--- config.mk ---
export PLATFORM = sky130hd
export DESIGN_NAME = dmwb_stats
export DESIGN_NICKNAME = d
export VERILOG_FILES = /design/src/design/dmwb_pkg.sv /design/src/design/dmwb_stats.sv
export SDC_FILE = /design/constraint.sdc
export NUM_CORES = 1
export LEC_CHECK = 0
export BUFFER_PORTS_ARGS = -buffer_cell sky130_fd_sc_hd__buf_2
export CAP_MARGIN = 0
export CORE_UTILIZATION = 50
export DETAILED_ROUTE_END_ITERATION = 12
export PLACE_DENSITY = 0.86
export SETUP_SLACK_MARGIN = 0.05
export SLEW_MARGIN = 20
export SYNTH_ARGS = -nofsm -noshare
export SYNTH_HDL_FRONTEND = slang
export SYNTH_SLANG_ARGS = --single-unit
--- constraint.sdc ---
create_clock -name clk -period 2 [get_ports clk]
set_input_delay 0.3 -clock clk [delete_from_list [all_inputs] [get_ports clk]]
set_output_delay 0.3 -clock clk [all_outputs]
set_load 0.05 [all_outputs]
--- src/design/dmwb_pkg.sv ---
`default_nettype none

package dmwb_pkg;

    // line geometry, fixed by the field widths
    localparam int WORDS_PER_LINE = 4;
    localparam int WORD_BITS      = 8;
    localparam int LINE_BITS      = WORDS_PER_LINE * WORD_BITS;
    localparam int SEL_W          = (WORDS_PER_LINE > 1) ? $clog2(WORDS_PER_LINE) : 1;

    // statistics counter width
    localparam int COUNT_W = 32;

    // default geometry of the two memories
    localparam int CACHE_LINES_DEFAULT = 16;
    localparam int STORE_LINES_DEFAULT = 256;

    // access kinds
    localparam logic KIND_READ  = 1'b0;
    localparam logic KIND_WRITE = 1'b1;

    // sequencer states
    typedef enum logic [1:0] {
        ST_CLEAR,
        ST_IDLE,
        ST_LOOKUP
    } state_t;

    // outcome of one access, handed to the statistics block
    typedef struct packed {
        logic hit;
        logic is_write;
    } access_info_t;

endpackage

`default_nettype wire

--- src/design/dmwb_stats.sv ---
`default_nettype none

module dmwb_stats (
    input  wire logic                          clk,
    input  wire logic                          rst_n,
    input  wire logic                          en,
    input  wire dmwb_pkg::access_info_t        info,
    output logic [dmwb_pkg::COUNT_W-1:0]       access_total,
    output logic [dmwb_pkg::COUNT_W-1:0]       hit_total,
    output logic [dmwb_pkg::COUNT_W-1:0]       miss_total,
    output logic [dmwb_pkg::COUNT_W-1:0]       read_miss_total,
    output logic [dmwb_pkg::COUNT_W-1:0]       write_miss_total
);

    logic [dmwb_pkg::COUNT_W-1:0] access_reg,     access_next;
    logic [dmwb_pkg::COUNT_W-1:0] hit_reg,        hit_next;
    logic [dmwb_pkg::COUNT_W-1:0] miss_reg,       miss_next;
    logic [dmwb_pkg::COUNT_W-1:0] read_miss_reg,  read_miss_next;
    logic [dmwb_pkg::COUNT_W-1:0] write_miss_reg, write_miss_next;

    function automatic logic [dmwb_pkg::COUNT_W-1:0] sat_inc(
        input logic [dmwb_pkg::COUNT_W-1:0] v
    );
        return (v == '1) ? v : v + dmwb_pkg::COUNT_W'(1);
    endfunction

    // saturating counters, bumped once per completed access
    always_comb
    begin
        access_next     = access_reg;
        hit_next        = hit_reg;
        miss_next       = miss_reg;
        read_miss_next  = read_miss_reg;
        write_miss_next = write_miss_reg;
        if (en)
        begin
            access_next = sat_inc(access_reg);
            if (info.hit)
            begin
                hit_next = sat_inc(hit_reg);
            end
            else
            begin
                miss_next = sat_inc(miss_reg);
                if (info.is_write)
                begin
                    write_miss_next = sat_inc(write_miss_reg);
                end
                else
                begin
                    read_miss_next = sat_inc(read_miss_reg);
                end
            end
        end
    end

    always_ff @(posedge clk or negedge rst_n)
    begin
        if (!rst_n)
        begin
            access_reg     <= '0;
            hit_reg        <= '0;
            miss_reg       <= '0;
            read_miss_reg  <= '0;
            write_miss_reg <= '0;
        end
        else
        begin
            access_reg     <= access_next;
            hit_reg        <= hit_next;
            miss_reg       <= miss_next;
            read_miss_reg  <= read_miss_next;
            write_miss_reg <= write_miss_next;
        end
    end

    assign access_total     = access_reg;
    assign hit_total        = hit_reg;
    assign miss_total       = miss_reg;
    assign read_miss_total  = read_miss_reg;
    assign write_miss_total = write_miss_reg;

endmodule

`default_nettype wire

# Yosys cells after proc, flatten, opt, wreduce, memory -nomap -nowiden
# Cells that the tools add are included.
# classes
addsub	5
n_eq_ne	5
bitwise	7
reduce_logical	5
# op_table
op	n
adder 32 x 1 -> 32 bit, second input constant	5
== test 32 bit, second input constant	5
AND reduction 4 bit	2
inverter 1 bit	7
AND reduction 3 bit	2
AND reduction 2 bit	1
# word_totals
ff_bits	160
inputBits	5
output_inout_bits	160
elab_cells	27

# Depth between registers and ports, before layout
# depth
ltp_word	3
depth_mapped	7
depth_no_buf	6

# Worst setup path after synthesis
# Ideal clock, no wire load.
# synth_timing
kind	register -> register
from	register hit_reg (netlist bit hit_total[10])
to	register hit_reg (netlist bit hit_total[24])
setup_ns	0.143
t_arrival_ns	2.203
required_ns	1.857
slack_ns	-0.346
path_stages_with_launch	6
n_path_buf	0
period_less_slack_ns	2.346
path_cell_list	dfrtp_1 nand4_1 or4_4 a2111oi_4 nand3_1 xnor2_1
# synth_between
elab_chain_cells	3
# synth_lines
item	line_no	text
start: declaration	dmwb_stats.sv:16	logic [dmwb_pkg::COUNT_W-1:0] hit_reg, hit_next;
start signal: assignment	dmwb_stats.sv:70	hit_reg <= hit_next;
parallel branches: the longest is 3 deep, another holds adder 32 x 1 -> 32 bit	n/a	
# Several ways; the timed one is not identified.
# A chain may end at the register's enable or synchronous reset.

# Worst setup path in the final report
# layout_timing
from	register hit_reg (netlist bit hit_total[29])
to	register hit_reg (netlist bit hit_total[31])
# The elaborated chain is that of the path after synthesis.

==> flow_metrics.tcl <==
set metrics [dict create \
    coreArea_sq_um 14800 \
    setup_violations 0 \
    drt-pass1-iter-count 5 \
    required_ps 2290 \
    fp-row-count 44 \
    place_area_sq_um 9450 \
    wire_per_inst_um 16.5 \
    dieArea_sq_um 15900 \
    hold_viol 0 \
    ys_ff_latch 160 \
    seq_area_frac_synth_pct 52.0 \
    pre_cts_ws_ps -6.61 \
    drt-initial-drc-count 458 \
    rsz0062_at_grt "yes" \
    grt_overflow 0 \
    avgSynthCellArea_sq_um 10.8 \
    max-vdd-ir-drop_v 0.000888 \
    drc 0 \
    cts_tree "yes" \
    ios 165 \
    setup_ws_ps 88.9 \
    chipHeight_um 126 \
    grt_use_total_pct 24.6 \
    regArea_sq_um 4140 \
    final_common_cell "buf_2" \
    synth_edf_count 0 \
    stdcell_count 1155 \
    drt-total-wl_um 19000 \
    skew_ps 10.0 \
    worst_slew_pin_slew_ps 514 \
    slew_headroom_pct 65.6 \
    fin_nets 968 \
    dp.cells 1113 \
    grt_pass1_vias 6262 \
    p_switching_mw 3.33 \
    min_period_ps 1910 \
    outcome "complete, no violations" \
    synth_area_sq_um 7690 \
    dr_total_vias 6562 \
    fin_crit_sh_pct 95.6 \
    leakage_nw 4.88 \
    area_growth_pct 32.0 \
    fill_cells 1113 \
    end_kind "flip-flop" \
    powerDensity_nw_per_um2 909 \
    hpwl_um 13700 \
    insertion_delay_ps 420 \
    clkPwrFrac_pct 32.7 \
    cts-root-buf "clkbuf_16" \
    p_int_mw 5.90 \
    fin_total_pwr_mw 9.24 \
    ys_async_sr_fraction_pct 100 \
    tns_ps 0 \
    ant_nets 0 \
    vias_per_cell 5.68 \
    numCtsBuffers 17 \
    antenna_found_initial 0 \
    maxSlewViolCount 0 \
    syn_nets 722 \
    worstSetupPathType "reg2reg" \
    yosysWarningCount 0 \
    seq_power_share_pct 42.6 \
    maxCapViolCount 0 \
    post-route-util_pct 68.9 \
    diodes 0 \
    clk_pin_slew_worst_paths_ps 70 \
    die_w_um 126 \
    fmax_mhz 523 \
    synth.distinct_cells 44 \
    clockBufferDepth 2 \
    grt_max_degree 56 \
    crit_arrival_ps 2200 \
    synthFlopType "dfrtp_1" \
    grt_pass1_wl_um 31300 \
    swShare_pct 36.1 \
    finalInstanceArea_sq_um 10200 \
    startpoint_type "flip-flop" \
    initial_utilization_pct 52.2 \
    port_buffers 164 \
    place_congestion 0.854 \
    multiInputGateArea_sq_um 3780 \
    hp-class "in2async" \
    drive_gt1_share_pct 42.1 \
    clock_sinks 160 \
    holdWs_ps 354 \
    comb_power_share_pct 24.6 \
    critPathMaxFanout 11 \
    most-common-layout-cells "buf_2 (163), dfrtp_2 (106), xnor2_1 (90)" \
    cts_max_level 4 \
    synthCells 712 \
]
-- state kept, by name (all words and copies together), names as in the netlist --
register	cells
access_total	32
hit_total	32
miss_total	32
write_miss_total	32
read_miss_total	32
-- worst max-delay path: stages (launching register included) --
cell and delay (ps):
dfrtp_2 390, nand4_1 160, or4_4 610, nor3_4 210
buf_6 190, nor3_1 80, xor2_1 140
-- layer usage --
layer / vias up / track usage [%] / part of all wire [%]
met5: - / 0 / 0
met4: 0 / 9.57 / 2.4
met3: 36 / 4.42 / 3.7
met2: 179 / 40.0 / 50
met1: 3280 / 32.7 / 44
li1: 3067 / - / -
-- layout make-up --
| cell class | count | share of cell area (%) |
|---|---|---|
| timing repair buffer | 239 | 14.1 |
| inverter | 9 | 0.332 |
| clock buffer | 22 | 4.47 |
| sequential | 160 | 40.7 |
| multi-input combinational | 531 | 37.2 |
| clock inverter | 10 | 0.874 |
| tap | 184 | 2.27 |
-- power groups by stage --
stage                     registers, mW  logic (mW)  clock network [mW]
final                              3.94        2.28                3.02
after global placement             3.95        2.17                   0
after CTS                          3.92        2.23                3.06
after floorplan                    4.92       0.523                   0
after detailed placement           3.98        2.21                   0
after global routing               3.99        2.39                3.20
-- worst paths after layout --
path | startpoint | end | slack [ps] | depth (start not counted)
min in group clk | info[0] | read_miss_total[0] | 390 | 5
max | hit_total[29] | hit_total[31] | 90 | 6
max reg2reg | hit_total[29] | hit_total[31] | 90 | 6
min reg2reg | write_miss_total[19] | write_miss_total[19] | 480 | 1
max in group asynchronous | rst_n | read_miss_total[10] | 960 | 3
min | rst_n | access_total[9] | 350 | 2
-- synth_stat cells, types with 2 or more instances --
cell type    n  area, sq um
dfrtp_1    160         4000
xnor2_1     90          788
nand4_1     71          444
nand3_1     67          335
xor2_1      62          543
nand2_1     52          195
and3_1      36          225
nor2_1      32          120
nor3_1      32          160
and4_1      17          149
nor4_1      11         68.8
inv_1        9         33.8
clkbuf_1     8         30.0
and2_1       7         43.8
a31oi_1      5         31.3
ha_1         5         62.6
a21oi_1      4         20.0
mux2_1       4         45.0
nor4_2       4         50.1
buf_2        3         15.0
nor4b_1      3         26.3
or4_1        3         22.5
a211oi_2     2         25.0
nand2b_1     2         12.5
nand3b_1     2         15.0
nor2b_1      2         12.5
o211ai_1     2         15.0
-- logic make-up after synthesis --
family / share of synthesized area (%)
and+or+nand+nor: 25.6
DFF: 52.0
xor gates and xnor gates: 17.3
AOI/OAI and AO/OA: 2.44
buffers and inverters: 1.12
muxes: 0.732
adders and majority gates: 0.813
-- what timing repair did --
action,CTS,global route
pin swaps,1,6
endpoints found under the setup margin,7,46
gates resized for setup,1,15
hold endpoints to repair,38,0
buffers inserted,0,9
hold buffers,1,0
Power figures use the tool's default switching activity.
