<file path="src/design/dmwb_pkg.sv">
`default_nettype none

package dmwb_pkg;

    // line geometry, fixed by the field widths
    localparam int WORDS_PER_LINE = 4;
    localparam int WORD_BITS      = 8;
    localparam int LINE_BITS      = WORDS_PER_LINE * WORD_BITS;
    localparam int SEL_W          = (WORDS_PER_LINE > 1) ? $clog2(WORDS_PER_LINE) : 1;

    // statistics counter width
    localparam int COUNT_W = 32;

    // default geometry of the two memories
    localparam int CACHE_LINES_DEFAULT = 16;
    localparam int STORE_LINES_DEFAULT = 256;

    // access kinds
    localparam logic KIND_READ  = 1'b0;
    localparam logic KIND_WRITE = 1'b1;

    // sequencer states
    typedef enum logic [1:0] {
        ST_CLEAR,
        ST_IDLE,
        ST_LOOKUP
    } state_t;

    // outcome of one access, handed to the statistics block
    typedef struct packed {
        logic hit;
        logic is_write;
    } access_info_t;

endpackage

`default_nettype wire

</file>
<file path="src/design/dmwb_update.sv">
`default_nettype none

module dmwb_update #(
    parameter int TAG_W = 4
) (
    input  wire logic                             req_kind,
    input  wire logic [TAG_W-1:0]                 req_tag,
    input  wire logic [dmwb_pkg::SEL_W-1:0]       req_sel,
    input  wire logic [dmwb_pkg::WORD_BITS-1:0]   req_data,
    input  wire logic                             old_valid,
    input  wire logic                             old_dirty,
    input  wire logic [TAG_W-1:0]                 old_tag,
    input  wire logic [dmwb_pkg::LINE_BITS-1:0]   old_line,
    input  wire logic [dmwb_pkg::LINE_BITS-1:0]   fill_line,
    output dmwb_pkg::access_info_t                info,
    output logic                                  write_back,
    output logic                                  new_dirty,
    output logic [dmwb_pkg::LINE_BITS-1:0]        new_line
);

    logic                             hit_c;
    logic                             is_write;
    logic [dmwb_pkg::LINE_BITS-1:0]   base_line;

    // hit test and victim check
    assign hit_c      = old_valid && (old_tag == req_tag);
    assign is_write   = (req_kind == dmwb_pkg::KIND_WRITE);
    assign write_back = !hit_c && old_valid && old_dirty;
    assign new_dirty  = hit_c ? (old_dirty || is_write) : is_write;
    assign base_line  = hit_c ? old_line : fill_line;

    // byte merge, word 0 sits in the high bits
    always_comb
    begin
        new_line = base_line;
        if (is_write)
        begin
            for (int w = 0; w < dmwb_pkg::WORDS_PER_LINE; w++)
            begin
                if (req_sel == dmwb_pkg::SEL_W'(w))
                begin
                    new_line[dmwb_pkg::LINE_BITS-1-w*dmwb_pkg::WORD_BITS -: dmwb_pkg::WORD_BITS]
                        = req_data;
                end
            end
        end
    end

    assign info.hit      = hit_c;
    assign info.is_write = is_write;

endmodule

`default_nettype wire

</file>
<file path="config.mk">
export PLATFORM = sky130hd
export DESIGN_NAME = dmwb_update
export DESIGN_NICKNAME = d
export VERILOG_FILES = /design/src/design/dmwb_pkg.sv /design/src/design/dmwb_update.sv
export SDC_FILE = /design/constraint.sdc
export NUM_CORES = 1
export LEC_CHECK = 0
export BUFFER_PORTS_ARGS = -buffer_cell sky130_fd_sc_hd__buf_2
export CAP_MARGIN = 20
export CORE_MARGIN = 1.5
export CORE_UTILIZATION = 32
export DETAILED_ROUTE_END_ITERATION = 16
export PLACE_DENSITY = 0.81
export SLEW_MARGIN = 5
export SYNTH_ARGS = -nofsm -noshare
export SYNTH_HDL_FRONTEND = slang
export SYNTH_SLANG_ARGS = --single-unit
</file>
<file path="constraint.sdc">
create_clock -name vclk -period 1.6
set_clock_uncertainty 0.05 [all_clocks]
set_input_delay 0.16 -clock vclk [all_inputs]
set_output_delay 0.16 -clock vclk [all_outputs]
set_load 0.05 [all_outputs]
</file>
After elaboration in Yosys (flattened, before gate mapping)
Cells that the tools add are included.

Output and inout port bits: 36. Logic and storage cells: 17. Bits of input ports: 85. Register bits after elaboration: 0.

Mux-type cells: 7. Reduce and logical (&&, ||, !) cells: 6. Eq/ne operators: 4.

Operators by type and width (count): 32-bit 2-to-1 mux (2); 8-bit 2-to-1 mux (4); 2-bit == test, second input constant (2); 4-bit == test (1); 1-bit logical AND (3); 2-bit by 1-bit == test with 1-bit output, second input constant (1); 2-bit logical NOT (1); 1-bit logical NOT (1); 1-bit logical OR (1); 1-bit 2-to-1 mux (1).

Depth between registers and ports, before layout
Gate-level depths: netlist of run 1.

Word-level depth: 5. Depth in mapped cells: 7. Gate-level depth less buffers: 4.

Least setup slack after synthesis of run 1
Ideal clock, no wire load.

Path type: in2out. Start: in req_tag[1]. End: out new_line[0] (netlist bit). Cell stages on the path: 5. Data arrival time: 1875 ps. Path buffers: 1. Data required time: 1390 ps. Slack: -485 ps. Cells stage by stage: xor2_1 > nor4_4 > and2_1 > buf_2 > o21ai_0.

Longest elaborated chain between the ends: 5.

Ends and longest elaborated chain: start, declared (RTL line dmwb_update.sv:7) `input wire logic [TAG_W-1:0] req_tag,`; 4-bit == test * (RTL line dmwb_update.sv:26) `assign hit_c = old_valid && (old_tag == req_tag);`; 1-bit logical AND * (RTL line dmwb_update.sv:26); 32-bit 2-to-1 mux * (RTL line dmwb_update.sv:30) `assign base_line = hit_c ? old_line : fill_line;`; 8-bit 2-to-1 mux (RTL line dmwb_update.sv:40) `if (req_sel == dmwb_pkg::SEL_W'(w))`; 32-bit 2-to-1 mux * (RTL line dmwb_update.sv:36) `if (is_write)`; end, declared (RTL line dmwb_update.sv:18) `output logic [dmwb_pkg::LINE_BITS-1:0] new_line`.

Mark *: on every way between the ends. The rest lies on a longest branch, timed or not.

Worst setup path in the final report of run 1
Start: in req_tag[2]. End: out new_line[5] (netlist bit).

The elaborated chain is that of the path after synthesis.

==> results of run 1 <==
## routing by layer
| metal | GRT usage (%) | routed length [µm] |
|---|---|---|
| met3 | 6.01 | 571 |
| met4 | 11.7 | 119 |
| met5 | 0 | 0 |
| met2 | 60.2 | 2520 |
| met1 | 36.3 | 1800 |
## layout make-up
type               count  area [µm²]  area share, %
well taps             30        37.5           1.82
multi-input cells    118        1020           49.3
repair buffers       137        1010           48.9
## through the flow
step / total power, mW / cells
final: 0.914 / 285
after global routing: 0.952 / 285
after CTS: 0.889 / 285
after detailed placement: 0.757 / 281
after global placement: 0.749 / 281
after floorplan: 0.537 / 137
## worst max path at each step
stage               cells past startpoint  startpoint            to
floorplan                               5  req_tag[1]   new_line[0]
global placement                        7  req_tag[0]  new_line[13]
detailed placement                      7  req_tag[0]   new_line[3]
CTS                                     8  old_tag[2]   new_line[5]
global route                            8  req_tag[2]   new_line[5]
finish                                  8  req_tag[2]   new_line[5]
## synth_stat cells
master	n	share of area [%]
nor3b_1	1	0.89
buf_2	7	4.1
clkbuf_2	1	0.59
o21ai_1	30	18
nor4_4	1	2.5
buf_1	1	0.44
and3_1	1	0.74
nand3b_1	2	1.8
or3b_1	1	1.0
clkbuf_1	2	0.89
a31o_2	1	1.0
xor2_1	4	4.1
nor2_1	2	0.89
and2_4	1	1.0
o21ai_0	2	1.2
nand2_1	34	15
buf_4	6	5.3
and3b_1	1	1.0
and2_1	1	0.74
and2_0	3	2.2
nand3_1	1	0.59
a32oi_1	32	33
buf_6	2	2.7
## cells by family (layout without fill, tap and decap cells)
logic type,Yosys count,after routing,share of synthesized area [%]
buffers and inverters,19,137,14.1
xor gates and xnor gates,4,4,4.15
and+or+nand+nor,49,49,28.6
AOI/OAI and AO/OA,65,65,53.2
## what timing repair did
item	CTS	global route
pin swaps	16	3
endpoints found under the setup margin	34	34
gates resized for setup	73	6
buffers inserted	3	0
cloned	1	0
## power by group through the flow
stage	clock network, mW	logic [mW]	registers [mW]
2_1_floorplan	0	0.537	0
3_3_place_gp	0	0.749	0
3_5_place_dp	0	0.757	0
4_1_cts	0	0.889	0
5_1_grt	0	0.952	0
6_report	0	0.914	0
## placed cells by master, fill, tap and decap left out, types with 2 or more instances in the layout
master / Yosys / layout
buf_8: 0 / 2
o21ai_2: 0 / 15
nor2_1: 2 / 2
and2_0: 3 / 3
nand2_1: 34 / 34
xor2_1: 4 / 3
a32oi_2: 0 / 3
and2_4: 1 / 2
nand3b_1: 2 / 2
a32oi_1: 32 / 29
buf_6: 2 / 33
o21ai_4: 0 / 17
buf_2: 7 / 86
buf_12: 0 / 3
buf_4: 6 / 12
==> metrics.md, run 1 <==
| Metric | Value |
|---|---|
| Run status | finished, violations left |
| Violations in the final reports | negative setup slack |
| Switching power summed over all nets | 560 µW |
| Number of rows in the core area | 18 |
| Count of unique library cells instantiated by Yosys | 23 |
| Synthesized Nets | 222 |
| Maximum clock frequency | around 0.58 GHz |
| Worst-case setup slack after placement | -0.225 ns |
| Kind of start point of the critical path | input port |
| Critical path type | in -> out |
| # setup viols final | 33 |
| Count of filler cells inserted in the layout | ~170 |
| Max-cap viol count | 0 |
| Layout cells sized above 1 | 69.4% |
| DRC errors left | 0 |
| Global placement routability congestion | 0.727 |
| Worst hold path cell count | 4 |
| Initial antenna violation count | 0 |
| Worst hold margin | between 0.6 and 0.7 ns |
| Clock Power Share | 0% |
| Gr ovfl total | 0 |
| Type of element capturing the critical path | primary output |
| Sequential cell area | 0 µm² |
| Leak pwr | 0.983 nW |
| Hold buffer count at CTS | 0 |
| First-pass iteration count of the detailed router | 4 |
| Final number of hold-violating endpoints | 0 |
| Port bufs | 121 |
| Cell family with the largest share of critical-path delay | simple AND/OR/NAND/NOR gates |
| Total power density per cell area | 443 nW/µm² |
| Antenna diodes | 0 |
| Max-slew headroom at the worst pin | 71.3% |
| Floorplan core area | 2480 µm² |
| Internal power component | 354 µW |
| Average cell area after synthesis | just over 6 µm² |
| Iter 0 DRT Violations | 60 |
| Largest net degree at the start of global routing | 23 |
| Worst vdd rail ir drop | 0.000386 V |
| Post-route setup TNS | -2.18 ns |
| Number of global-route vias before repair | between 1.5k and 2k |
| Layout overhead on the synthesized area | 144% |
| Post-synthesis cell area | 845 µm² |
| Cell-by-cell listing of the critical path | buf_8, xor2_4, nor4_4, and2_4, buf_6, buf_12, o21ai_4, buf_8 |
| Critical path's slowest cell | nor4_4 |
| Routed wirelength normalized by instance count | 17.6 µm |
| Layout Nets | 342 |
| Endpoint with the worst hold slack | new_line[28] |
| Sequential share of power | 0% |
| Number of max-slew violations in the final report | 0 |
| Unrepaired setup endpoints after global routing | true |
| Data required time at the worst endpoint | 1.39 ns |
| WP data arrival | 1.51 ns |
| First-pass GRT wire length | ~7.1 mm |
| Sequential cell area fraction in the yosys report | 0% |
| Worst-Margin Slew | about 0.43 ns |
| Maximum fanout encountered on the critical timing path | 7 |
| Placed cell areas | 1750 µm² |
| Sequential cell count | 0 |
| Global-route total usage across every layer | 32.4% |
| Fin util | 83.3% |
| Count of clock-net buffers in the final layout | 0 |
| DR vias | around 1.7k |
| Worst Hold Launch | fill_line[28] |
| Fin worst setup slack | -0.119 ns |
| Final clock period utilization by the worst path | 107% |
| Crit path buffers/inverters | 4 |
| Area of all placed cells without fillers | 2060 µm² |
| Width of the die | 54.4 µm |
| Area of the die | 2960 µm² |
| Via density per instance | a little under 6 |
| Fraction of power consumed by combinational cells | 100.0% |
| Starting Density | 34.1% |
| Minimum clock period | 1.72 ns |
| Warning count from the yosys run | 0 |
| Antenna-violating nets left | 0 |
| Critical path's most frequent cell | buf_8 |
| Detailed Route WL | 5.02 mm |
| Ports | 121 |
| Type of the most critical hold path | in -> out |
| Die span in y | 54.4 µm |
| Max incr delay on CP | around 0.32 ns |
| Switching share of power | 61.2% |
| Detailed placer's ending HPWL | 3.37 mm |
| Number of standard cells after synthesis | about 140 |
No activity file was read; power rests on OpenSTA's default activity.
==> inputs of run 2 (changes only) <==
--- a/config.mk
+++ b/config.mk
@@ -8,9 +8,9 @@
 export BUFFER_PORTS_ARGS = -buffer_cell sky130_fd_sc_hd__buf_2
 export CAP_MARGIN = 20
 export CORE_MARGIN = 1.5
-export CORE_UTILIZATION = 32
+export CORE_UTILIZATION = 34
 export DETAILED_ROUTE_END_ITERATION = 16
-export PLACE_DENSITY = 0.81
+export PLACE_DENSITY = 0.86
 export SLEW_MARGIN = 5
 export SYNTH_ARGS = -nofsm -noshare
 export SYNTH_HDL_FRONTEND = slang
==> constraint.sdc (replaced) <==
create_clock -name vclk -period 2
set_clock_uncertainty 0.05 [all_clocks]
set_input_delay 0.2 -clock vclk [all_inputs]
set_output_delay 0.2 -clock vclk [all_outputs]
set_load 0.01 [all_outputs]
==> run 2 against run 1 <==
  * The flow now finishes without violations
  * Sequential share of layout area unchanged
  * Count of clock-buffer cells in the layout did not move
  * Utilization fell by 20 points
  * Flip-flop and latch count stayed put
  * Worst hold slack better by 0.033 ns
  * Final area decreased by 31%
  * Largest cell class unchanged
  * Largest power group unchanged
==> metrics.md, run 2 (synthesis gave the netlist of run 1 again) <==
| Metric | Value |
|---|---|
| Worst hold path cell count | 2 (-2) |
| Number of max-slew violations in the final report | 0 (unchanged) |
| Type of the most critical hold path | in -> out |
| Layout Nets | 335 (-2.0%) |
| Starting Density | 37.1% (+3.0 points) |
| Run status | completed |
| Ports | 121 (unchanged) |
| Switching power summed over all nets | 175 µW (-69%) |
| Cell family with the largest share of critical-path delay | simple AND/OR/NAND/NOR gates |
| Final clock period utilization by the worst path | 85.7% |
| Area of the die | 2790 µm² (-5.6%) |
| Switching share of power | 52.8% (-8.4 points) |
| Sequential cell area | 0 µm² (unchanged) |
| Final number of hold-violating endpoints | 0 (unchanged) |
| Type of element capturing the critical path | primary output |
| Global-route total usage across every layer | 23.7% (-8.7 points) |
| Critical path's most frequent cell | buf_2 |
| Worst Hold Launch | req_kind |
| First-pass iteration count of the detailed router | 4 (unchanged) |
| Count of cells resized by post-cts repair | 0 (-100%) |
| Leak pwr | 0.780 nW (-21%) |
| Layout overhead on the synthesized area | 69.8% |
| Via density per instance | 5.46 (-8.6%) |
| Total power density per cell area | 231 nW/µm² (-48%) |
| Overall power | 332 µW (-64%) |
| Port bufs | 121 (unchanged) |
| Crit path buffers/inverters | 3 (-1) |
| Gr ovfl total | 0 (unchanged) |
| DRC errors left | 0 (unchanged) |
| Number of rows in the core area | 17 (-1) |
| Most common library cell in the layout ignoring fill and taps | buf_2 |
| Hold buffer count at CTS | 0 (unchanged) |
| Kind of start point of the critical path | input port |
| Area of all placed cells without fillers | 1430 µm² (-31%) |
| Critical path's slowest cell | nor4_4 |
| Floorplan core area | 2280 µm² (-8.1%) |
| Clock Power Share | 0% (unchanged) |
| Max incr delay on CP | 0.31 ns (about the same) |
| Detailed placer's ending HPWL | 2.93 mm (-13%) |
| # setup viols final | 0 (-100%) |
| Critical path type | in -> out |
| Antenna-violating nets left | 0 (unchanged) |
| Detailed Route WL | 3.67 mm (-27%) |
| Endpoint with the worst hold slack | info[0] |
| Post-CTS Repair Setup Buffers | 0 (-3) |
| DR vias | 1506 (-11%) |
| Count of clock-net buffers in the final layout | 0 (unchanged) |
| Initial antenna violation count | 0 (unchanged) |
| Fin worst setup slack | 0.285 ns (+0.404 ns) |
| Data required time at the worst endpoint | 1.75 ns (+0.36 ns) |
| Unrepaired setup endpoints after global routing | false |
| Worst-Margin Slew | 0.455 ns (+0.0245 ns) |
| Layout cells sized above 1 | 53.6% (-16 points) |
| WP data arrival | 1.46 ns (-0.05 ns) |
| Maximum fanout encountered on the critical timing path | 21 (+14) |
| Internal power component | 157 µW (-56%) |
| First-pass GRT wire length | 5.10 mm (-28%) |
| Origin of the worst setup path | req_tag[0] |
| Worst vdd rail ir drop | 0.000154 V (-60%) |
| Routed wirelength normalized by instance count | 13.3 µm (-25%) |
| Max-slew headroom at the worst pin | 69.6% (-1.7 points) |
| Width of the die | 52.8 µm (-2.8%) |
| Largest net degree at the start of global routing | 22 (-4.3%) |
| Iter 0 DRT Violations | 25 (-58%) |
| Maximum clock frequency | just under 0.6 GHz |
| Antenna diodes | 0 (unchanged) |
| Max-cap viol count | 0 (unchanged) |
| Cell-by-cell listing of the critical path | buf_2, xor2_1, nor4_4, and2_1, buf_4, o21ai_1, buf_2 |
| Die span in y | 52.8 µm (-2.8%) |
| Fraction of power consumed by combinational cells | 100.0% (about the same) |
| Worst-case setup slack after placement | 0.280 ns (+0.505 ns) |
| Number of global-route vias before repair | 1203 (-24%) |
| Global placement routability congestion | 0.705 (-2.9%) |
| Sequential cell count | 0 (unchanged) |
| Placed cell areas | 1430 µm² (-18%) |
| Highest-count cells in the layout ignoring fill and taps | buf_2 (121), nand2_1 (34), a32oi_1 (32) |
| Post-route setup TNS | 0 ns (+2.18 ns) |
| Minimum clock period | 1.71 ns |
| Sequential share of power | 0% (unchanged) |
run 2: changes by cell type in the layout (fill, tap and decap cells not counted), sizes merged:
cell and change:
buf -7
run 2: final cells by class:
type | instances | area [µm²]
fillers | 226 | 842
multi-input cells | 118 | 726
well taps | 28 | 35.0
repair buffers | 130 | 673
run 2: how the worst max path moves through the flow:
| stage | endpoint | slack, ns | depth (start not counted) |
|---|---|---|---|
| 2_1_floorplan | new_line[24] | 0.37 | 7 |
| 3_3_place_gp | new_line[31] | 0.33 | 7 |
| 3_5_place_dp | new_line[25] | 0.28 | 7 |
| 4_1_cts | new_line[25] | 0.27 | 7 |
| 5_1_grt | new_line[12] | 0.17 | 7 |
| 6_report | new_line[29] | 0.29 | 7 |
run 2: layer usage:
layer | routed length, µm | part of all wire [%] | track usage [%] | up-vias
li1 | - | - | - | 753
met1 | 1440 | 39 | 28.3 | 667
met2 | 1870 | 51 | 46.9 | 86
met3 | 359 | 9.8 | 2.29 | 0
met4 | 0 | 0 | 0.855 | 0
met5 | 0 | 0 | 0 | -
run 2: power by group through the flow:
stage / sequential (mW) / clock [mW] / combinational, mW
floorplan: 0 / 0 / 0.169
CTS: 0 / 0 / 0.333
detailed placement: 0 / 0 / 0.331
global route: 0 / 0 / 0.363
global placement: 0 / 0 / 0.329
finish: 0 / 0 / 0.332
run 2: stage by stage:
stage | utilization [%] | hold slack (ns) | std cells
3_5_place_dp | 63.0 | 0.658 | 276
5_1_grt | 63.0 | 0.669 | 276
6_report | 63.0 | 0.658 | 276
3_3_place_gp | 63.0 | 0.658 | 276
4_1_cts | 63.0 | 0.661 | 276
2_1_floorplan | - | 0.440 | 137
