## config.mk

```make
export PLATFORM = sky130hd
export DESIGN_NAME = dmwb_ram
export DESIGN_NICKNAME = d
export VERILOG_FILES = /design/src/design/dmwb_ram.sv
export SDC_FILE = /design/constraint.sdc
export NUM_CORES = 1
export LEC_CHECK = 0
export ABC_AREA = 1
export BUFFER_PORTS_ARGS = -buffer_cell sky130_fd_sc_hd__buf_2
export CORE_ASPECT_RATIO = 1.1
export CORE_MARGIN = 3
export CORE_UTILIZATION = 29
export CTS_CLUSTER_SIZE = 25
export DETAILED_ROUTE_END_ITERATION = 6
export PLACE_DENSITY = 0.47
export SLEW_MARGIN = 20
export SYNTH_ARGS = -nofsm -noshare
export SYNTH_HDL_FRONTEND = slang
export SYNTH_SLANG_ARGS = --single-unit
```

## constraint.sdc

```tcl
create_clock -name clk -period 1.3 [get_ports clk]
set_input_delay 0.325 -clock clk [delete_from_list [all_inputs] [get_ports clk]]
set_output_delay 0.325 -clock clk [all_outputs]
set_load 0.01 [all_outputs]
```

## src/design/dmwb_ram.sv

```systemverilog
`default_nettype none

module dmwb_ram #(
    parameter int WIDTH = 8,
    parameter int DEPTH = 16,
    localparam int AW   = (DEPTH > 1) ? $clog2(DEPTH) : 1
) (
    input  wire logic             clk,
    input  wire logic             we,
    input  wire logic [AW-1:0]    waddr,
    input  wire logic [WIDTH-1:0] wdata,
    input  wire logic             re,
    input  wire logic [AW-1:0]    raddr,
    output logic      [WIDTH-1:0] rdata
);

    logic [WIDTH-1:0] mem_reg [DEPTH];
    logic [WIDTH-1:0] rdata_reg;

    // one write port, one registered read port
    always_ff @(posedge clk)
    begin
        if (we)
        begin
            mem_reg[waddr] <= wdata;
        end
        if (re)
        begin
            rdata_reg <= mem_reg[raddr];
        end
    end

    assign rdata = rdata_reg;

endmodule

`default_nettype wire

```

Word-level counts from Yosys, hierarchy flattened
Memory sizes are Yosys's and may differ from the RTL's. A register that Yosys moved wholly into a read port is not among the register bits.
Index checks and enable logic that the tools add are counted.

cells by class
  multiplexer cells = 2

operators with widths
  operator  count
  $mux 1    2

storage, ports and cells
  register bits = 0
  bits in writable memories = 128
  input bits = 19
  output and inout bits = 8
  memories = 1

memories
  name     words  bits a word  rd ports  clocked after memory_dff  wr ports  RTL line  RTL
  mem_reg  16     8            1         1                         1         17        logic [WIDTH-1:0] mem_reg [DEPTH];

Depth between registers and ports, before layout
Gate-level depths: netlist of the first run.

  depth after elaboration = 2
  depth in mapped cells = 8
  gate-level depth less buffers = 7

Worst setup path after synthesis of the first run
Ideal clock, no wire load.

  path type = input to register
  from = in waddr[3]
  to = mem mem_reg[4][0], enable pin
  library setup time = 370 ps
  data arrival time = 906 ps
  data required time = 930 ps
  slack = 24 ps
  stages = 2
  path buffers = 0
  cell sequence = nand3b_1 > nor2_1

RTL lines
  item         RTL line  RTL
  from (decl)  10        input wire logic [AW-1:0] waddr,
  to (decl)    17

No word-level cell before the write port.

Final worst setup path of the first run
  from = reg rdata_reg[2], in the netlist rdata[2] (read register of mem_reg)
  to = out rdata[2]

RTL lines
  item         RTL line  RTL
  from (decl)  18        logic [WIDTH-1:0] rdata_reg;
  to (decl)    14        output logic [WIDTH-1:0] rdata

No word-level cell between the ends.

==> flow_summary.ini, run 1 <==
[worst_setup_path]
worst-path-buf-inv = 1
crit_type = flop to output pin
start_kind = flop
setup.worst_path.end_class = output pin
r2r_setup_slack_ns = 0.13
cp-startpoint = rdata[2]$_DFFE_PP_
r2r_cells = 6
critical-path-slowest-cell = edfxtp_1
reg2reg_to = rdata[3]$_DFFE_PP_
crit_arrival_ns = 1.03
crit_required_ns = 0.98
crit_family = flip-flops
crit_path_end = rdata[2]
path_depth = 1
worstPathMaxFanout = 1
worstReg2RegStart = mem_reg[7][3]$_DFFE_PP_
path_cells = buf_2
slowest_delay_ns = 0.45

[cells_and_area]
largest_reg_flops = 128
stdcell_count = 861
final_area_mm2 = 0.00693
fillers = 1955
final_nets = 623
syn2layout_area_growth_pct = 18.5
drive_gt1_frac = 0.132
antenna_cells = 0

[logic_synthesis]
yosys_warnings = 0
synth_top_cell_area_share = 0.698
ys_ff_latch = 136
syn-mean-instance-area_um2 = 10.6
synth_top_area_cell = edfxtp_1
syn_area_mm2 = 0.00585
synth.distinct_cells = 11
syn_inst = 551
synth_edf_count = 136
synthMostInstantiatedCell = nand2_1
synth_area_leaders = edfxtp_1 (70%), nand2_1 (11%), nand3_1 (8.3%), inv_1 (6.4%), buf_6 (1.2%)
synth_fp_nets = 570
synth.top_cells.by_count = nand2_1 (173), edfxtp_1 (136), inv_1 (100)
async_reset_ff_frac = 0
ys_seq_area_frac = 0.698
synth_ff_type = edfxtp_1

[detailed_routing]
vias = 3836
dr.pass1.iters = 5
routed_via_density = 4.46
drc = 0
wl_per_cell_um = 16.3
detail-route-antenna-nets = 0
routed_wl_um = 14100
drt_iter0_drc = 359

[clock_network]
cts_tree = built
clockRootBuffer = clkbuf_16
htree_levels = 4
post_cts_resized = 0
cts.sinks = 136
cts_setup_buffers = 0
cts_hold_buf = 0
clock_latency_ns = 0.42
path_clk_slew_ns = 0.05
cts_buffers = 17
cts_buffer_depth = 2

[sta]
hold_violations = 0
hold_slack_ns = 0.277
finalSetupViolCount = 3
period_minus_slack_ns = 1.36
tightest_slew_ns = 0.394
slew_viol_final = 0
fin_setup_tns_ns = -0.103
clock_skew_ns = 0.0103
relSlewSlack = 0.737
rsz0062_at_grt = true
setup_ws_ns = -0.0597
finalCritPeriodShare = 1.05
timing.fmax_mhz = 735

[power]
ir_worst_vdd_v = 0.000877
cellInternalPower_uw = 7520
p_leak_uw = 0.00296
switching_share = 0.215
power_density_mw_per_mm2 = 1380
power_switching_uw = 2060
comb_power_share = 0.069
clkPwrFrac = 0.411
power.share.sequential = 0.520

[floorplanning]
fp.coreArea_mm2 = 0.0194
start_util = 0.301
row_count = 53
io_pins = 27
die_w_um = 141
die_h_um = 155
die_area_mm2 = 0.0219

[placement]
dpl.cell_count = 832
place.gp.congestion = 0.857
dpl.hpwl_um = 9060
portBuffers = 26
place_area_mm2 = 0.00645

[global_routing]
first_global_vias = 3784
grt_pass1_wl_um = 21600
antenna_found_initial = 0
grt-busiest-layer = met2
grtUsageTotal = 0.136
grtUsageMet2 = 0.220
grt_max_degree = 49
use_met3 = 0.0310
grt_util_met1 = 0.178
grt_overflow = 0

[min_path]
hold_path.class = input pin to flop

[outcome]
violations = setup timing
status = finished, violations left

[run]
cap_violations = 0
cells in the final DEF, fill, tap and decap left out:
cell,instances
inv_2,2
inv_1,100
buf_12,7
nand3b_1,2
edfxtp_1,136
clkbuf_16,17
buf_6,1
clkbuf_1,4
clkinv_2,4
clkinv_1,4
nand2_1,173
nor2_1,17
buf_2,25
nand3_1,97
buf_4,25
stage by stage:
| step | power [uW] | util | setup WS [ns] |
|---|---|---|---|
| 2_1_floorplan | 5410 | - | 0.0242 |
| 3_3_place_gp | 5730 | 0.332 | -0.238 |
| 3_5_place_dp | 5730 | 0.332 | -0.249 |
| 4_1_cts | 9680 | 0.356 | -0.0834 |
| 5_1_grt | 9960 | 0.357 | -0.118 |
| 6_report | 9570 | 0.357 | -0.0597 |
power by group through the flow:
stage	clock [uW]	combinational [uW]	sequential, uW
floorplan	0	346	5060
global placement	0	666	5060
detailed placement	0	671	5060
CTS	4030	674	4980
global route	4240	742	4980
finish	3940	660	4980
worst min-delay path by stage:
| stage | to | startpoint | depth (start not counted) | slack, ns |
|---|---|---|---|---|
| after global placement | rdata[5]$_DFFE_PP_ | re | 1 | 0.71 |
| after detailed placement | rdata[5]$_DFFE_PP_ | re | 1 | 0.71 |
| after global routing | rdata[6]$_DFFE_PP_ | re | 1 | 0.27 |
| after floorplan | mem_reg[0][0]$_DFFE_PP_ | wdata[0] | 0 | 0.42 |
| final | rdata[5]$_DFFE_PP_ | re | 1 | 0.28 |
| after CTS | rdata[5]$_DFFE_PP_ | re | 1 | 0.26 |
cell families (layout without fill, tap and decap cells):
kind of cell,count (synthesis),after routing,share of synthesized area
and+or+nand+nor,289,289,0.208
DFF,136,136,0.698
buffers and inverters,126,189,0.0939
area by class of cell:
type	count	area (um2)	area share
inverter	102	383	0.0553
tap	247	309	0.0446
sequential	136	4080	0.589
clock inverter	8	35.0	0.00506
clock buffer	21	440	0.0636
timing repair buffer	58	464	0.0670
multi-input combinational	289	1210	0.175
per-layer routing:
metal,vias up,routed length [um]
li1,1887,-
met1,1847,6440
met2,89,6800
met3,13,577
met4,0,253
met5,-,0
Note: power is estimated with default switching activity, not from simulation.
==> run 2: changes to the inputs <==
- PLACE_DENSITY: 0.47 -> 0.42
==> run 2 against run 1 <==
Effect of this change: the run still ends with setup timing left; utilization rose by 0.16 points; combinational power increased by 0.9%; final area up 0.45%; via count shrank 1.2%; critical path type unchanged; largest cell class unchanged.
==> flow_summary.ini, run 2 (same netlist as run 1, synthesis figures left out) <==
[outcome]
status = finished, violations left
violations = setup timing

[floorplanning]
die_w_um = 141
row_count = 53
die_h_um = 155
io_pins = 27
fp.coreArea_mm2 = 0.0194
die_area_mm2 = 0.0219
start_util = 0.301

[clock_network]
post_cts_resized = 0
path_clk_slew_ns = 0.06
cts.sinks = 136
clockRootBuffer = clkbuf_16
cts_buffer_depth = 2
htree_levels = 4
cts_hold_buf = 0
clock_latency_ns = 0.42
cts_tree = built
cts_setup_buffers = 0
cts_buffers = 17

[power]
power_switching_uw = 2200
clkPwrFrac = 0.432
power_density_mw_per_mm2 = 1430
comb_power_share = 0.067
ir_worst_vdd_v = 0.000986
p_leak_uw = 0.00297
cellInternalPower_uw = 7730
switching_share = 0.221
power.share.sequential = 0.501

[placement]
place.gp.congestion = 0.771
portBuffers = 26
place_area_mm2 = 0.00643
dpl.hpwl_um = 9460

[worst_setup_path]
worstReg2RegStart = mem_reg[7][4]$_DFFE_PP_
setup.worst_path.end_class = output pin
critical-path-slowest-cell = edfxtp_1
path_cells = buf_2
reg2reg_to = rdata[4]$_DFFE_PP_
crit_required_ns = 0.98
r2r_cells = 6
crit_type = flop to output pin
r2r_setup_slack_ns = 0.11
worstPathMaxFanout = 1
worst-path-buf-inv = 1
slowest_delay_ns = 0.44
crit_arrival_ns = 1.04
start_kind = flop
crit_family = flip-flops

[global_routing]
grt_overflow = 0
grtUsageTotal = 0.140
first_global_vias = 3832
antenna_found_initial = 0
grt_pass1_wl_um = 22400
grt_max_degree = 38

[run]
cap_violations = 0

[detailed_routing]
routed_via_density = 4.40
vias = 3791
drt_iter0_drc = 312
wl_per_cell_um = 17.0
met3_wirelength_um = 645
drc = 0
detail-route-antenna-nets = 0
routed_wl_um = 14600
dr_wl_met2_um = 7080
wl_met1_um = 6570
dr.pass1.iters = 4
highest_layer = met4

[min_path]
whs_path_depth = 1
min_to = rdata[3]$_DFFE_PP_
hold_path.class = input pin to flop
min_from = re

[sta]
fin_setup_tns_ns = -0.122
slew_viol_final = 0
hold_violations = 0
hold_slack_ns = 0.288
clock_skew_ns = 0.0106
tightest_slew_ns = 0.397
timing.fmax_mhz = 734
period_minus_slack_ns = 1.36
relSlewSlack = 0.735
finalCritPeriodShare = 1.05
rsz0062_at_grt = true
setup_ws_ns = -0.0623
finalSetupViolCount = 3

[cells_and_area]
drive_gt1_frac = 0.132
final_common_cell = nand2_1
post-route-util = 0.358
syn2layout_area_growth_pct = 19.0
seq_area_mm2 = 0.00408
largest_reg_flops = 128
final_nets = 621
antenna_cells = 0
multiInputGateArea_mm2 = 0.00121
fillers = 1907
final_cell_mix = nand2_1 (173), edfxtp_1 (136), inv_1 (100)
final_area_mm2 = 0.00696
## run 2: metrics by stage
| stage | total power, uW | instances | setup slack, ns |
|---|---|---|---|
| 3_3_place_gp | 5740 | 830 | -0.326 |
| 3_5_place_dp | 5740 | 830 | -0.327 |
| 5_1_grt | 10300 | 862 | -0.0793 |
| 6_report | 9930 | 862 | -0.0623 |
| 4_1_cts | 10000 | 862 | -0.0735 |
| 2_1_floorplan | 5410 | 551 | 0.0242 |
## run 2: power groups by stage
stage,Combinational (uW),Clock (uW),Sequential (uW)
floorplan,346,0,5060
finish,666,4290,4970
CTS,683,4360,4970
global route,750,4580,4980
global placement,678,0,5060
detailed placement,680,0,5060
## run 2: how the worst max path moves through the flow
stage | startpoint | end | slack, ns | cells past startpoint
2_1_floorplan | waddr[3] | mem_reg[4][0]$_DFFE_PP_ | 0.02 | 2
3_3_place_gp | raddr[0] | rdata[1]$_DFFE_PP_ | -0.33 | 7
3_5_place_dp | raddr[0] | rdata[1]$_DFFE_PP_ | -0.33 | 7
4_1_cts | rdata[5]$_DFFE_PP_ | rdata[5] | -0.07 | 1
5_1_grt | rdata[5]$_DFFE_PP_ | rdata[5] | -0.08 | 1
6_report | rdata[5]$_DFFE_PP_ | rdata[5] | -0.06 | 1
## run 2: routing by layer
layer,track usage,up-vias
li1,-,1883
met5,0,-
met3,0.0320,20
met4,0.0576,0
met1,0.181,1815
met2,0.226,73
## run 2: cell type report
type / instances / area share
multi-input combinational: 289 / 0.174
inverter: 102 / 0.0550
clock buffer: 20 / 0.0627
timing repair buffer: 56 / 0.0645
clock inverter: 12 / 0.0122
sequential: 136 / 0.587
tap: 247 / 0.0444
==> run 3: changes to the inputs <==
- CELL_PAD_IN_SITES_DETAIL_PLACEMENT: default -> 2
- CELL_PAD_IN_SITES_GLOBAL_PLACEMENT: default -> 2
- PLACE_DENSITY: 0.42 -> 0.59
==> run 3 against run 2 <==
Effect of this change: the run still ends with setup timing left; clock power rose by 20%; worst hold slack improved by 0.016 ns; cell count rose by 0.58%; power rose by 8.5%; clock skew fell by 0.0039 ns; routed wire length rose by 12%; largest cell class unchanged.
==> flow_summary.ini, run 3 (same netlist as run 1, synthesis figures left out) <==
[outcome]
status = finished, violations left
violations = setup timing

[global_routing]
grt_overflow = 0
antenna_found_initial = 1
grt_pass1_wl_um = 25900
first_global_vias = 4440
grt_max_degree = 42
grtUsageTotal = 0.159

[sta]
setup_ws_ns = -0.0486
finalCritPeriodShare = 1.04
finalSetupViolCount = 2
rsz0062_at_grt = true
period_minus_slack_ns = 1.35
slew_viol_final = 0
relSlewSlack = 0.741
hold_violations = 0
clock_skew_ns = 0.00670
tightest_slew_ns = 0.389
timing.fmax_mhz = 742

[floorplanning]
die_w_um = 141
die_h_um = 155
fp.coreArea_mm2 = 0.0194
io_pins = 27
row_count = 53
die_area_mm2 = 0.0219
start_util = 0.301

[worst_setup_path]
r2r_setup_slack_ns = 0.14
crit_arrival_ns = 1.02
path_depth = 1
crit_path_end = rdata[5]
slowest_delay_ns = 0.44
reg2reg_to = rdata[1]$_DFFE_PP_
crit_type = flop to output pin
r2r_cells = 6
crit_family = flip-flops
crit_required_ns = 0.98
worst-path-buf-inv = 1
critical-path-slowest-cell = edfxtp_1
worstReg2RegStart = mem_reg[9][1]$_DFFE_PP_
cp-startpoint = rdata[5]$_DFFE_PP_
setup.worst_path.end_class = output pin
start_kind = flop
worstPathMaxFanout = 1
path_cells = buf_2

[cells_and_area]
drive_gt1_frac = 0.152
antenna_cells = 0
final_cell_mix = nand2_1 (173), edfxtp_1 (136), inv_1 (100)
final_common_cell = nand2_1
stdcell_count = 867
final_area_mm2 = 0.00706
final_nets = 626
post-route-util = 0.364
syn2layout_area_growth_pct = 20.8
largest_reg_flops = 128

[detailed_routing]
wl_per_cell_um = 18.9
routed_via_density = 4.57
routed_wl_um = 16400
drt_iter0_drc = 214
drc = 0
vias = 3959
dr.pass1.iters = 4
detail-route-antenna-nets = 0

[clock_network]
path_clk_slew_ns = 0.06
clockRootBuffer = clkbuf_16
clock_latency_ns = 0.42
post_cts_resized = 2
cts_setup_buffers = 0
cts_tree = built
cts.sinks = 136
cts_buffers = 17
htree_levels = 4
cts_buffer_depth = 2
cts_hold_buf = 0

[placement]
portBuffers = 26
dpl.cell_count = 835
place_area_mm2 = 0.00643
place.gp.congestion = 0.739
dpl.hpwl_um = 11200

[run]
cap_violations = 0

[power]
power_density_mw_per_mm2 = 1530
clkPwrFrac = 0.477
cellInternalPower_uw = 8380
switching_share = 0.222
p_leak_uw = 0.00303
ir_worst_vdd_v = 0.000885
comb_power_share = 0.062
power_switching_uw = 2390
power.share.sequential = 0.461
power_uw = 10800

[min_path]
hold_path.class = input pin to flop
whs_path_depth = 1
## run 3: changes by cell type in the layout (fill, tap and decap cells not counted), sizes merged
cell,previous run,this run
clkinv,11,3
buf,56,61
inv,102,106
bufinv,1,4
clkinvlp,0,3
clkbuf,20,18
## run 3: power groups by stage
stage	Sequential (uW)	Combinational (uW)	Clock (uW)
floorplan	5060	346	0
global placement	5060	665	0
detailed placement	5060	683	0
CTS	4970	693	5240
global route	4980	761	5440
finish	4970	669	5130
## run 3: layout make-up
type,count,area [um2]
Clock buffer,18,429
Sequential cell,136,4080
Inverter,102,383
Multi-Input combinational cell,289,1210
Tap cell,247,309
Fill cell,2074,12400
Timing Repair Buffer,61,449
Clock inverter,14,196
## run 3: per-layer routing
layer | GRT usage | part of all wire | vias up
met3 | 0.0292 | 0.020 | 21
met2 | 0.282 | 0.53 | 43
li1 | - | - | 1887
met5 | 0 | 0.00079 | -
met4 | 0.0535 | 0.013 | 2
met1 | 0.196 | 0.44 | 2006
## run 3: how the worst min path moves through the flow
stage                       start                 endpoint  slack [ns]
2_1_floorplan            wdata[0]  mem_reg[0][0]$_DFFE_PP_        0.42
3_3_place_gp                   re       rdata[2]$_DFFE_PP_        0.74
3_5_place_dp   rdata[0]$_DFFE_PP_                 rdata[0]        0.74
4_1_cts                        re       rdata[1]$_DFFE_PP_        0.30
5_1_grt                        re       rdata[1]$_DFFE_PP_        0.30
6_report                       re       rdata[1]$_DFFE_PP_        0.30
## run 3: through the flow
stage               hold slack, ns  worst slack [ns]  TNS (ns)
finish                       0.304           -0.0486   -0.0805
global route                 0.300           -0.0904    -0.187
CTS                          0.299           -0.0876    -0.174
detailed placement           0.742            -0.295     -5.23
global placement             0.744            -0.279     -3.97
floorplan                    0.424            0.0242         0
